$ cat config.mk
export PLATFORM = sky130hd
export DESIGN_NAME = timeline_playback_event_trigger
export DESIGN_NICKNAME = d
export VERILOG_FILES = /design/src/rtl/core/tpet_pkg.sv /design/src/rtl/core/timeline_playback_event_trigger.sv /design/src/rtl/core/tpet_urem.sv /design/src/rtl/core/tpet_scan.sv
export SDC_FILE = /design/constraint.sdc
export NUM_CORES = 2
export LEC_CHECK = 0
export BUFFER_PORTS_ARGS = -buffer_cell sky130_fd_sc_hd__clkbuf_2
export CAP_MARGIN = 20
export CORE_AREA = 2 2 304 306
export DETAILED_ROUTE_END_ITERATION = 16
export DIE_AREA = 0 0 306 308
export PLACE_DENSITY = 0.77
export SLEW_MARGIN = 20
export SYNTH_ARGS = -nofsm -noshare
export SYNTH_HDL_FRONTEND = slang
export SYNTH_SLANG_ARGS = --single-unit
$ cat constraint.sdc
create_clock -name clk -period 6.7 [get_ports clk]
set_clock_uncertainty 0.2 [all_clocks]
set_input_delay 0.335 -clock clk [delete_from_list [all_inputs] [get_ports clk]]
set_output_delay 0.335 -clock clk [all_outputs]
set_load 0.05 [all_outputs]
$ cat src/rtl/core/tpet_pkg.sv
`timescale 1ns / 1ps

package tpet_pkg;

  // Defaults for the top-level parameters
  localparam int MAX_EVENTS_DEF = 16;
  localparam int TIME_BITS_DEF  = 32;

  // Raw time saturates to this signed width on every advance
  localparam int RAW_BITS = 48;

  // Result queue: at most RESULT_CAP fired events per advance
  localparam int RESULT_CAP = 16;
  localparam int HIT_W      = $clog2(RESULT_CAP + 1);
  localparam int QUEUE_AW   = $clog2(RESULT_CAP);
  localparam int EVT_IDX_W  = 4;

  // Stream and configuration port widths
  localparam int IN_DATA_W  = 72;
  localparam int OUT_DATA_W = 40;
  localparam int CFG_IDX_W  = 2;
  localparam int CFG_DATA_W = 32;

  // Configuration register indexes
  localparam logic [CFG_IDX_W-1:0] CFG_CLIP_DURATION = 2'd0;
  localparam logic [CFG_IDX_W-1:0] CFG_PLAY_MODE     = 2'd1;
  localparam logic [CFG_IDX_W-1:0] CFG_EVENT_COUNT   = 2'd2;

  // Play modes (code three behaves as loop)
  localparam logic [1:0] MODE_ONCE     = 2'd0;
  localparam logic [1:0] MODE_LOOP     = 2'd1;
  localparam logic [1:0] MODE_PINGPONG = 2'd2;

  // Input opcodes
  localparam logic OP_ADVANCE = 1'b0;
  localparam logic OP_WRITE   = 1'b1;

  typedef enum logic [3:0] {
    S_IDLE,
    S_BEFORE,
    S_MOD_BEFORE,
    S_SUM,
    S_REDUCE,
    S_MOD_AFTER,
    S_DECIDE,
    S_SCAN_TAIL,
    S_SCAN_LAST,
    S_EMIT
  } tpet_state_t;

  typedef struct packed {
    logic start;
    logic clear;
  } scan_ctl_t;

  typedef struct packed {
    logic             busy;
    logic [HIT_W-1:0] nhit;
  } scan_sts_t;

endpackage

$ cat src/rtl/core/timeline_playback_event_trigger.sv
`timescale 1ns / 1ps

// Channel  Dir  Handshake              Payload
// in_      in   in_tvalid/in_tready    in_tdata: advance, event_slot, event_time; tuser: opcode
// out_     out  out_tvalid/out_tready  out_tdata: playback_time, event_index; tuser, tlast
// cfg_     in   cfg_valid/cfg_ready    cfg_index, cfg_data
//
// An advance runs two passes of the shared one-bit-a-cycle remainder unit, which
// works on the raw-time width (48 by default); clamp mode or a zero duration skips
// them. Table scans follow (two when the range wraps, none when nothing can fire),
// then the result beats, each held while out_tready is low. Reset is synchronous,
// active low; it clears raw time and loads the register defaults.
module timeline_playback_event_trigger #(
  parameter int MAX_EVENTS = tpet_pkg::MAX_EVENTS_DEF,
  parameter int TIME_BITS  = tpet_pkg::TIME_BITS_DEF
) (
  input  logic                             clk,
  input  logic                             rst_n,
  // input stream
  input  logic                             in_tvalid,
  output logic                             in_tready,
  // [31:0] advance, [35:32] event_slot, [67:36] event_time, [71:68] zero
  input  logic [tpet_pkg::IN_DATA_W-1:0]   in_tdata,
  // [0] opcode
  input  logic                             in_tuser,
  // result stream
  output logic                             out_tvalid,
  input  logic                             out_tready,
  // [31:0] playback_time, [35:32] event_index, [39:36] zero
  output logic [tpet_pkg::OUT_DATA_W-1:0]  out_tdata,
  // [0] event_valid
  output logic                             out_tuser,
  output logic                             out_tlast,
  // configuration writes
  input  logic                             cfg_valid,
  output logic                             cfg_ready,
  input  logic [tpet_pkg::CFG_IDX_W-1:0]   cfg_index,
  input  logic [tpet_pkg::CFG_DATA_W-1:0]  cfg_data
);
  import tpet_pkg::*;

  localparam int TB = TIME_BITS;
  localparam int RW = (TIME_BITS + 2 > RAW_BITS) ? TIME_BITS + 2 : RAW_BITS;
  localparam int CW = TIME_BITS + 1;
  localparam int IW = (MAX_EVENTS > 1) ? $clog2(MAX_EVENTS) : 1;
  localparam int AW = $clog2(MAX_EVENTS + 1);
  localparam int MW = (TIME_BITS > 32) ? TIME_BITS : 32;
  localparam logic signed [RW:0] SAT_HI = {{(RW + 1 - (RAW_BITS - 1)){1'b0}},
                                           {(RAW_BITS - 1){1'b1}}};
  localparam logic signed [RW:0] SAT_LO = {{(RW + 1 - (RAW_BITS - 1)){1'b1}},
                                           {(RAW_BITS - 1){1'b0}}};

  // Configuration registers
  logic [TB-1:0] dur_r;
  logic [1:0]    mode_r;
  logic [4:0]    ecnt_r;

  // Sequencer and datapath registers
  tpet_state_t          state_r, state_nxt;
  logic signed [RW-1:0] raw_r, raw_nxt;
  logic signed [RW-1:0] sum_r, sum_nxt;
  logic signed [31:0]   adv_r, adv_nxt;
  logic [TB-1:0]        before_r, before_nxt;
  logic [TB-1:0]        after_r, after_nxt;
  logic [QUEUE_AW-1:0]  k_r, k_nxt;

  // Helpers
  logic                 mode_once;
  logic                 mode_ping;
  logic                 dur_zero;
  logic [CW-1:0]        cyc;
  logic [CW-1:0]        rem;
  logic                 rem_done;
  logic                 rem_start;
  logic signed [RW-1:0] rem_src;
  logic [TB-1:0]        mod_pos;
  logic [TB-1:0]        clamp_pos;
  logic signed [RW:0]   sum_ext;
  logic signed [RW-1:0] sat_sum;
  logic [31:0]          mag;
  logic [AW-1:0]        ecnt_eff;
  logic [3:0]           in_slot;
  logic                 wr_en;
  logic [IW-1:0]        wr_addr;
  scan_ctl_t            sctl;
  scan_sts_t            ssts;
  logic [TB-1:0]        s_from;
  logic [TB-1:0]        s_to;
  logic [EVT_IDX_W-1:0] q_idx;
  logic                 ev_valid;

  assign mode_once = (mode_r == MODE_ONCE);
  assign mode_ping = (mode_r == MODE_PINGPONG);
  assign dur_zero  = (dur_r == '0);
  assign cyc       = mode_ping ? {dur_r, 1'b0} : {1'b0, dur_r};

  // Shared remainder unit: works on raw time first, then on the new sum
  assign rem_src = (state_r == S_BEFORE) ? raw_r : sum_r;

  tpet_urem #(
    .DW (RW),
    .CW (CW)
  ) u_urem (
    .clk      (clk),
    .rst_n    (rst_n),
    .start    (rem_start),
    .dividend (rem_src),
    .divisor  (cyc),
    .done     (rem_done),
    .rem      (rem)
  );

  // Ping-pong: mirror the second half of the doubled cycle
  assign mod_pos = (mode_ping && rem > {1'b0, dur_r}) ? TB'(cyc - rem) : TB'(rem);

  // Clamp mode: hold position inside [0, duration]
  always_comb begin
    if (rem_src[RW-1]) begin
      clamp_pos = '0;
    end else if ($unsigned(rem_src) > RW'(dur_r)) begin
      clamp_pos = dur_r;
    end else begin
      clamp_pos = TB'($unsigned(rem_src));
    end
  end

  // Add the step and saturate to the signed raw-time range
  assign sum_ext = $signed({raw_r[RW-1], raw_r}) +
                   $signed({{(RW + 1 - 32){adv_r[31]}}, adv_r});
  always_comb begin
    if (sum_ext > SAT_HI) begin
      sat_sum = RW'(SAT_HI);
    end else if (sum_ext < SAT_LO) begin
      sat_sum = RW'(SAT_LO);
    end else begin
      sat_sum = RW'(sum_ext);
    end
  end

  assign mag      = adv_r[31] ? 32'(-adv_r) : 32'(adv_r);
  assign ecnt_eff = ({27'd0, ecnt_r} > 32'(MAX_EVENTS)) ? AW'(MAX_EVENTS) : AW'(ecnt_r);
  assign in_slot  = in_tdata[35:32];
  assign wr_addr  = IW'(in_slot);

  tpet_scan #(
    .MAX_EVENTS (MAX_EVENTS),
    .TIME_BITS  (TIME_BITS)
  ) u_scan (
    .clk       (clk),
    .rst_n     (rst_n),
    .wr_en     (wr_en),
    .wr_addr   (wr_addr),
    .wr_time   (TB'(in_tdata[67:36])),
    .ctl       (sctl),
    .from_time (s_from),
    .to_time   (s_to),
    .count     (ecnt_eff),
    .sts       (ssts),
    .q_addr    (k_r),
    .q_idx     (q_idx)
  );

  // Configuration port: always ready and takes effect at once; write between advances
  assign cfg_ready = 1'b1;

  always_ff @(posedge clk) begin
    if (!rst_n) begin
      dur_r  <= '0;
      mode_r <= MODE_LOOP;
      ecnt_r <= '0;
    end else if (cfg_valid) begin
      case (cfg_index)
        CFG_CLIP_DURATION: dur_r  <= TB'(cfg_data);
        CFG_PLAY_MODE:     mode_r <= cfg_data[1:0];
        CFG_EVENT_COUNT:   ecnt_r <= cfg_data[4:0];
        default: ;
      endcase
    end
  end

  // State register and datapath registers
  always_ff @(posedge clk) begin
    if (!rst_n) begin
      state_r <= S_IDLE;
      raw_r   <= '0;
    end else begin
      state_r <= state_nxt;
      raw_r   <= raw_nxt;
    end
  end

  always_ff @(posedge clk) begin
    sum_r    <= sum_nxt;
    adv_r    <= adv_nxt;
    before_r <= before_nxt;
    after_r  <= after_nxt;
    k_r      <= k_nxt;
  end

  // Sequencer: next state and unit commands
  always_comb begin
    state_nxt  = state_r;
    raw_nxt    = raw_r;
    sum_nxt    = sum_r;
    adv_nxt    = adv_r;
    before_nxt = before_r;
    after_nxt  = after_r;
    k_nxt      = k_r;
    rem_start  = 1'b0;
    wr_en      = 1'b0;
    sctl       = '0;
    s_from     = '0;
    s_to       = '0;
    case (state_r)
      S_IDLE: begin
        if (in_tvalid) begin
          if (in_tuser == OP_WRITE) begin
            // drop writes beyond the table
            wr_en = ({28'd0, in_slot} < 32'(MAX_EVENTS));
          end else begin
            adv_nxt   = $signed(in_tdata[31:0]);
            state_nxt = S_BEFORE;
          end
        end
      end
      S_BEFORE: begin
        if (dur_zero) begin
          before_nxt = '0;
          state_nxt  = S_SUM;
        end else if (mode_once) begin
          before_nxt = clamp_pos;
          state_nxt  = S_SUM;
        end else begin
          rem_start = 1'b1;
          state_nxt = S_MOD_BEFORE;
        end
      end
      S_MOD_BEFORE: begin
        if (rem_done) begin
          before_nxt = mod_pos;
          state_nxt  = S_SUM;
        end
      end
      S_SUM: begin
        sum_nxt   = sat_sum;
        state_nxt = S_REDUCE;
      end
      S_REDUCE: begin
        if (!mode_once && !dur_zero) begin
          rem_start = 1'b1;
          state_nxt = S_MOD_AFTER;
        end else begin
          raw_nxt   = sum_r;
          after_nxt = dur_zero ? '0 : clamp_pos;
          state_nxt = S_DECIDE;
        end
      end
      S_MOD_AFTER: begin
        if (rem_done) begin
          // keep raw time reduced into one cycle
          raw_nxt   = $signed(RW'(rem));
          after_nxt = mod_pos;
          state_nxt = S_DECIDE;
        end
      end
      S_DECIDE: begin
        k_nxt      = '0;
        sctl.clear = 1'b1;
        if (ecnt_eff == '0 || dur_zero || adv_r == '0) begin
          state_nxt = S_EMIT;
        end else if (MW'(mag) >= MW'(dur_r)) begin
          // a full lap or more: every event fires once
          sctl.start = 1'b1;
          s_from     = '0;
          s_to       = dur_r;
          state_nxt  = S_SCAN_LAST;
        end else if (mode_once || after_r >= before_r) begin
          sctl.start = 1'b1;
          s_from     = before_r;
          s_to       = after_r;
          state_nxt  = S_SCAN_LAST;
        end else begin
          // wrapped: tail of the clip first
          sctl.start = 1'b1;
          s_from     = before_r;
          s_to       = dur_r;
          state_nxt  = S_SCAN_TAIL;
        end
      end
      S_SCAN_TAIL: begin
        if (!ssts.busy) begin
          // then the head up to the new position
          sctl.start = 1'b1;
          s_from     = '0;
          s_to       = after_r;
          state_nxt  = S_SCAN_LAST;
        end
      end
      S_SCAN_LAST: begin
        if (!ssts.busy) begin
          state_nxt = S_EMIT;
        end
      end
      S_EMIT: begin
        if (out_tready) begin
          if (out_tlast) begin
            state_nxt = S_IDLE;
          end else begin
            k_nxt = k_r + QUEUE_AW'(1);
          end
        end
      end
      default: begin
        state_nxt = S_IDLE;
      end
    endcase
  end

  // Result beats: one per fired event, or a single empty beat
  assign in_tready  = (state_r == S_IDLE);
  assign ev_valid   = (ssts.nhit != '0);
  assign out_tvalid = (state_r == S_EMIT);
  assign out_tuser  = ev_valid;
  assign out_tlast  = ev_valid ? ({1'b0, k_r} == ssts.nhit - HIT_W'(1)) : 1'b1;
  assign out_tdata  = {4'd0, (ev_valid ? q_idx : 4'd0), 32'(after_r)};

`ifndef SYNTHESIS
  a_no_overlap: assert property (@(posedge clk) disable iff (!rst_n)
    !(in_tready && out_tvalid))
    else $error("input taken while results pending");

  a_last_returns_idle: assert property (@(posedge clk) disable iff (!rst_n)
    (out_tvalid && out_tready && out_tlast) |=> in_tready)
    else $error("block not idle after final beat");

  a_scan_in_scan_states: assert property (@(posedge clk) disable iff (!rst_n)
    ssts.busy |-> (state_r == S_SCAN_TAIL || state_r == S_SCAN_LAST))
    else $error("scan running outside scan states");

  a_rem_done_in_wait: assert property (@(posedge clk) disable iff (!rst_n)
    rem_done |-> (state_r == S_MOD_BEFORE || state_r == S_MOD_AFTER))
    else $error("remainder finished with no one waiting");

  a_hit_cap: assert property (@(posedge clk) disable iff (!rst_n)
    ssts.nhit <= HIT_W'(RESULT_CAP))
    else $error("hit queue overflow");
`endif

endmodule

$ cat src/rtl/core/tpet_urem.sv
`timescale 1ns / 1ps

// Iterative signed-dividend remainder: one restoring step per cycle,
// then a fold step that moves the remainder of a negative dividend into [0, divisor).
module tpet_urem #(
  parameter int DW = 48,
  parameter int CW = 33
) (
  input  logic                 clk,
  input  logic                 rst_n,
  input  logic                 start,
  input  logic signed [DW-1:0] dividend,
  input  logic        [CW-1:0] divisor,
  output logic                 done,
  output logic        [CW-1:0] rem
);
  import tpet_pkg::*;

  localparam int CNT_W = $clog2(DW + 1);

  logic [DW-1:0]    mag_r;
  logic [CW-1:0]    rem_r;
  logic [CNT_W-1:0] cnt_r;
  logic             run_r;
  logic             fix_r;
  logic             neg_r;
  logic             done_r;
  logic [CW:0]      trial;
  logic [CW:0]      trial_sub;

  assign trial     = {rem_r, mag_r[DW-1]};
  assign trial_sub = (trial >= {1'b0, divisor}) ? trial - {1'b0, divisor} : trial;

  always_ff @(posedge clk) begin
    if (!rst_n) begin
      run_r  <= 1'b0;
      fix_r  <= 1'b0;
      done_r <= 1'b0;
    end else begin
      done_r <= 1'b0;
      if (start) begin
        run_r <= 1'b1;
        fix_r <= 1'b0;
      end else if (run_r) begin
        if (cnt_r == CNT_W'(1)) begin
          run_r <= 1'b0;
          fix_r <= 1'b1;
        end
      end else if (fix_r) begin
        fix_r  <= 1'b0;
        done_r <= 1'b1;
      end
    end
  end

  always_ff @(posedge clk) begin
    if (start) begin
      neg_r <= dividend[DW-1];
      mag_r <= dividend[DW-1] ? DW'(-dividend) : DW'(dividend);
      rem_r <= '0;
      cnt_r <= CNT_W'(DW);
    end else if (run_r) begin
      rem_r <= CW'(trial_sub);
      mag_r <= {mag_r[DW-2:0], 1'b0};
      cnt_r <= cnt_r - CNT_W'(1);
    end else if (fix_r) begin
      // truncated remainder of a negative value: move it into range
      if (neg_r && rem_r != '0) begin
        rem_r <= divisor - rem_r;
      end
    end
  end

  assign done = done_r;
  assign rem  = rem_r;

endmodule

$ cat src/rtl/core/tpet_scan.sv
`timescale 1ns / 1ps

// Event table plus a one-entry-per-cycle interval scan that queues
// the slots of matching events in table order.
module tpet_scan #(
  parameter int MAX_EVENTS = 16,
  parameter int TIME_BITS  = 32
) (
  input  logic                                    clk,
  input  logic                                    rst_n,
  input  logic                                    wr_en,
  input  logic [(MAX_EVENTS > 1 ? $clog2(MAX_EVENTS) : 1)-1:0] wr_addr,
  input  logic [TIME_BITS-1:0]                    wr_time,
  input  tpet_pkg::scan_ctl_t                     ctl,
  input  logic [TIME_BITS-1:0]                    from_time,
  input  logic [TIME_BITS-1:0]                    to_time,
  input  logic [$clog2(MAX_EVENTS + 1)-1:0]       count,
  output tpet_pkg::scan_sts_t                     sts,
  input  logic [tpet_pkg::QUEUE_AW-1:0]           q_addr,
  output logic [tpet_pkg::EVT_IDX_W-1:0]          q_idx
);
  import tpet_pkg::*;

  localparam int IW = (MAX_EVENTS > 1) ? $clog2(MAX_EVENTS) : 1;
  localparam int AW = $clog2(MAX_EVENTS + 1);

  logic [TIME_BITS-1:0] mem [MAX_EVENTS];
  logic [EVT_IDX_W-1:0] queue_r [RESULT_CAP];

  logic [TIME_BITS-1:0] rd_r;
  logic [TIME_BITS-1:0] from_r;
  logic [TIME_BITS-1:0] to_r;
  logic [AW-1:0]        lim_r;
  logic [AW-1:0]        addr_r;
  logic [IW-1:0]        pidx_r;
  logic                 act_r;
  logic                 pv_r;
  logic [HIT_W-1:0]     nhit_r;
  logic                 hit;

  assign hit = pv_r && (rd_r >= from_r) && (rd_r < to_r) &&
               (nhit_r < HIT_W'(RESULT_CAP));

  always_ff @(posedge clk) begin
    if (wr_en) begin
      mem[wr_addr] <= wr_time;
    end
    if (act_r) begin
      rd_r <= mem[addr_r[IW-1:0]];
    end
  end

  always_ff @(posedge clk) begin
    if (ctl.start) begin
      from_r <= from_time;
      to_r   <= to_time;
      lim_r  <= count;
    end
    if (act_r) begin
      pidx_r <= addr_r[IW-1:0];
    end
    if (hit) begin
      queue_r[nhit_r[QUEUE_AW-1:0]] <= EVT_IDX_W'(pidx_r);
    end
  end

  always_ff @(posedge clk) begin
    if (!rst_n) begin
      act_r  <= 1'b0;
      pv_r   <= 1'b0;
      addr_r <= '0;
      nhit_r <= '0;
    end else begin
      pv_r <= act_r;
      if (ctl.start) begin
        act_r  <= 1'b1;
        addr_r <= '0;
      end else if (act_r) begin
        addr_r <= addr_r + AW'(1);
        if (addr_r + AW'(1) == lim_r) begin
          act_r <= 1'b0;
        end
      end
      if (ctl.clear) begin
        nhit_r <= '0;
      end else if (hit) begin
        nhit_r <= nhit_r + HIT_W'(1);
      end
    end
  end

  assign sts.busy = act_r | pv_r;
  assign sts.nhit = nhit_r;
  assign q_idx    = queue_r[q_addr];

endmodule

==> flow_summary.json <==
{
  "initial_core_util_pct": 59.4,
  "cp-end-kind": "flip-flop",
  "use_met2_pct": 54.4,
  "cts_setup_buffers": 0,
  "gp_congestion": 1.04,
  "synthAdderAreaFrac_pct": 7.52,
  "multi_input_area_mm2": 0.0230,
  "syn_area_mm2": 0.0540,
  "path_max_fanout": 32,
  "yosys.cell_types.count": 91,
  "clockBufferDepth": 3,
  "worst_pin_slew_ns": 1.23,
  "fp.dieW_um": 306,
  "crit_type": "flip-flop to flip-flop",
  "slowest_stage": "o21ai_4",
  "numCtsBuffers": 104,
  "die-area_mm2": 0.0942,
  "dieHeight_um": 308,
  "clk_pin_slew_ns": 0.07,
  "track_usage_pct": 35.1,
  "viasPerCell": 6.71,
  "synth_async_sr_flop_share_pct": 0,
  "grt_pass1_vias": 38048,
  "h-tree-depth": 3,
  "min_path_type": "input port to flip-flop",
  "arrival_ns": 6.04,
  "seq_area_mm2": 0.0294,
  "rows": 111,
  "pwr-share-seq_pct": 39.0,
  "layout_common_cells": "edfxtp_1, nand2_1, ha_1, nor2_1, a21oi_1",
  "routed_wl_mm": 166,
  "fin_cells": 5890,
  "synthSimpleGateAreaFrac_pct": 8.94,
  "synth_ff_type": "edfxtp_1",
  "wire_per_inst_um": 28.2,
  "fin_crit_ns": 5.69,
  "first_pass_iters": 6,
  "yosysSeqAreaShare_pct": 54.3,
  "drtIter0Drc": 5749,
  "mostFrequentLayoutCell": "edfxtp_1",
  "root_buffer": "clkbuf_16",
  "finalSetupViolations": 0,
  "cpPeakStageDelay_ns": 0.75,
  "top_usage_layer": "met2",
  "outcome": "completed",
  "grt_use_met3_pct": 7.81,
  "start_kind": "flip-flop",
  "drive_gt1_share_pct": 13.7,
  "cts_tree": "yes",
  "synth_top_family_by_area": "compound AO/OA/AOI/OAI gates",
  "p_leak_nw": 23.1,
  "p_sw_mw": 7.08,
  "synth.area.mux_share_pct": 9.64,
  "grt.overflow.total": 0,
  "drv_cap": 0,
  "comb_power_share_pct": 30.1,
  "yosysWarnings": 0,
  "io_buffer_count": 147,
  "synth_cells": 4409,
  "crit_chain": "or4_4, or3_4, or2_1, nand2b_4, or3_1, o21ai_0, xnor2_1, ha_1, nand4_1, nor2_1, nand4_1, nor2_1, nor3_1, o21ai_0, a211o_1, or2_1, o21ai_4, a22o_1",
  "drc": 0,
  "synth_edf_count": 878,
  "grt_use_met1_pct": 47.4,
  "nets": 5041,
  "finalSetupTns_ns": 0,
  "ir_drop_mv": 0.321,
  "netlist.area_leader.share_pct": 48.8,
  "synthXorXnorAreaFrac_pct": 3.16,
  "hold_viol": 0,
  "switching_share_pct": 34.6,
  "synth.avg_cell_area_um2": 12.3,
  "p_total_mw": 20.5,
  "fillerInstances": 6370,
  "p_int_mw": 13.4,
  "netlist_top_cells_area": "edfxtp_1, mux4_2, ha_1",
  "min_period_over_period_pct": 84.9,
  "synth_compound_area_share_pct": 13.0,
  "vias": 39495,
  "grt_antenna_before_repair": 14,
  "slew_headroom_pct": 16.0,
  "powerDensity_mw_per_mm2": 337,
  "synth_seq_cells": 1027,
  "grt_max_degree": 106,
  "coreArea_mm2": 0.0910,
  "num_io_pins": 157,
  "grt_pass1_wl_mm": 244,
  "ant_nets": 0,
  "postLayoutCoreUtil_pct": 66.8,
  "hpwlAfterDp_mm": 110,
  "power.share.clock_pct": 30.9,
  "fmax_mhz": 176,
  "synth_top_area_cell": "edfxtp_1",
  "area_growth_pct": 12.5,
  "slew_violations": 0,
  "dp_cells": 5593,
  "cts.sinks": 1027,
  "rsz0062_at_grt": "false",
  "clk_latency_ns": 0.71,
  "required_ns": 7.06
}
==> repair_timing <==
action	4_1_cts	5_1_grt
hold endpoints to repair	615	0
hold buffers	97	0
resized for setup	0	0
endpoints found under the setup margin	0	0
==> worst paths after layout <==
path	from	to	slack (ns)	depth (start not counted)
worst max-delay path	adv_r[9]$_DFFE_PP_	u_scan.to_r[17]$_DFFE_PP_	1.01	18
worst min-delay path	in_tvalid	adv_r[15]$_DFFE_PP_	0.03	3
worst max register to register	adv_r[9]$_DFFE_PP_	u_scan.to_r[17]$_DFFE_PP_	1.01	18
worst min register to register	u_urem.cnt_r[1]$_SDFFE_PP0P_	u_urem.cnt_r[1]$_SDFFE_PP0P_	0.30	2
==> per-stage QoR <==
stage               hold WS [ns]  setup slack, ns  instance area, um^2
floorplan                  0.206            0.885                54000
global placement           0.277             1.28                56000
detailed placement         0.279             1.26                56000
CTS                       0.0162             1.13                60700
global route              0.0643            0.810                60700
finish                    0.0341             1.01                60700
==> sequential cells by signal, indices dropped and copies added (netlist names), 6 cells and up, named ones only <==
signal	flops
u_urem.cnt_r	6
u_urem.rem	33
adv_r	32
sum_r	48
u_scan.to_r	32
after_r	32
u_scan.rd_r	32
u_urem.mag_r	48
raw_r	48
u_scan.queue_r	64
u_scan.from_r	32
u_scan.mem	512
before_r	32
dur_r	32
==> area by class of cell <==
class	instances	area share (%)
flip-flops and latches	1027	48.3
multi-input cells	2914	37.9
clock buffers	126	4.52
repair buffers	301	3.57
well taps	1186	2.44
inverters	263	1.63
clock inverters	70	1.56
diodes	3	0.0124
==> power groups by stage <==
stage | Combinational (mW) | Clock, mW | Sequential, mW
after global routing | 6.72 | 6.57 | 8.02
final | 6.18 | 6.33 | 7.99
after global placement | 5.79 | 0 | 8.08
after floorplan | 4.24 | 0 | 7.94
after CTS | 5.98 | 6.33 | 7.97
after detailed placement | 5.86 | 0 | 8.09
==> worst max-delay path, delay by kind of cell, from the launching register on <==
kind | cells | cell delay (ns)
compound gates | 5 | 1.78
xor+xnor | 1 | 0.19
fa+ha+maj | 1 | 0.28
flops | 1 | 0.48
simple gates | 11 | 2.59
==> synthesized netlist by cell type, types with 51 or more instances <==
cell	n
mux4_2	180
dfxtp_1	149
edfxtp_1	878
nor2b_1	51
nand2_1	333
nand3_1	54
clkbuf_1	159
a21o_1	136
o21ai_0	187
nand4_1	61
a21oi_1	265
inv_1	260
xnor2_1	132
nor3_1	60
xor2_1	63
nor2_1	313
ha_1	315
mux2i_1	87
o22ai_1	58
==> per-layer routing <==
metal / routed length (um) / part of all wire, %
met2: 75100 / 45
met4: 8620 / 5.2
met5: 116 / 0.070
met1: 62700 / 38
met3: 19600 / 12
==> kinds of logic after synthesis <==
family,Yosys count
and+or+nand+nor,1033
adders and majority gates,324
muxes,292
buffers and inverters,471
xor gates and xnor gates,195
DFF,1027
AOI/OAI and AO/OA,1065
other,2
(Power assumes the default switching activity.)
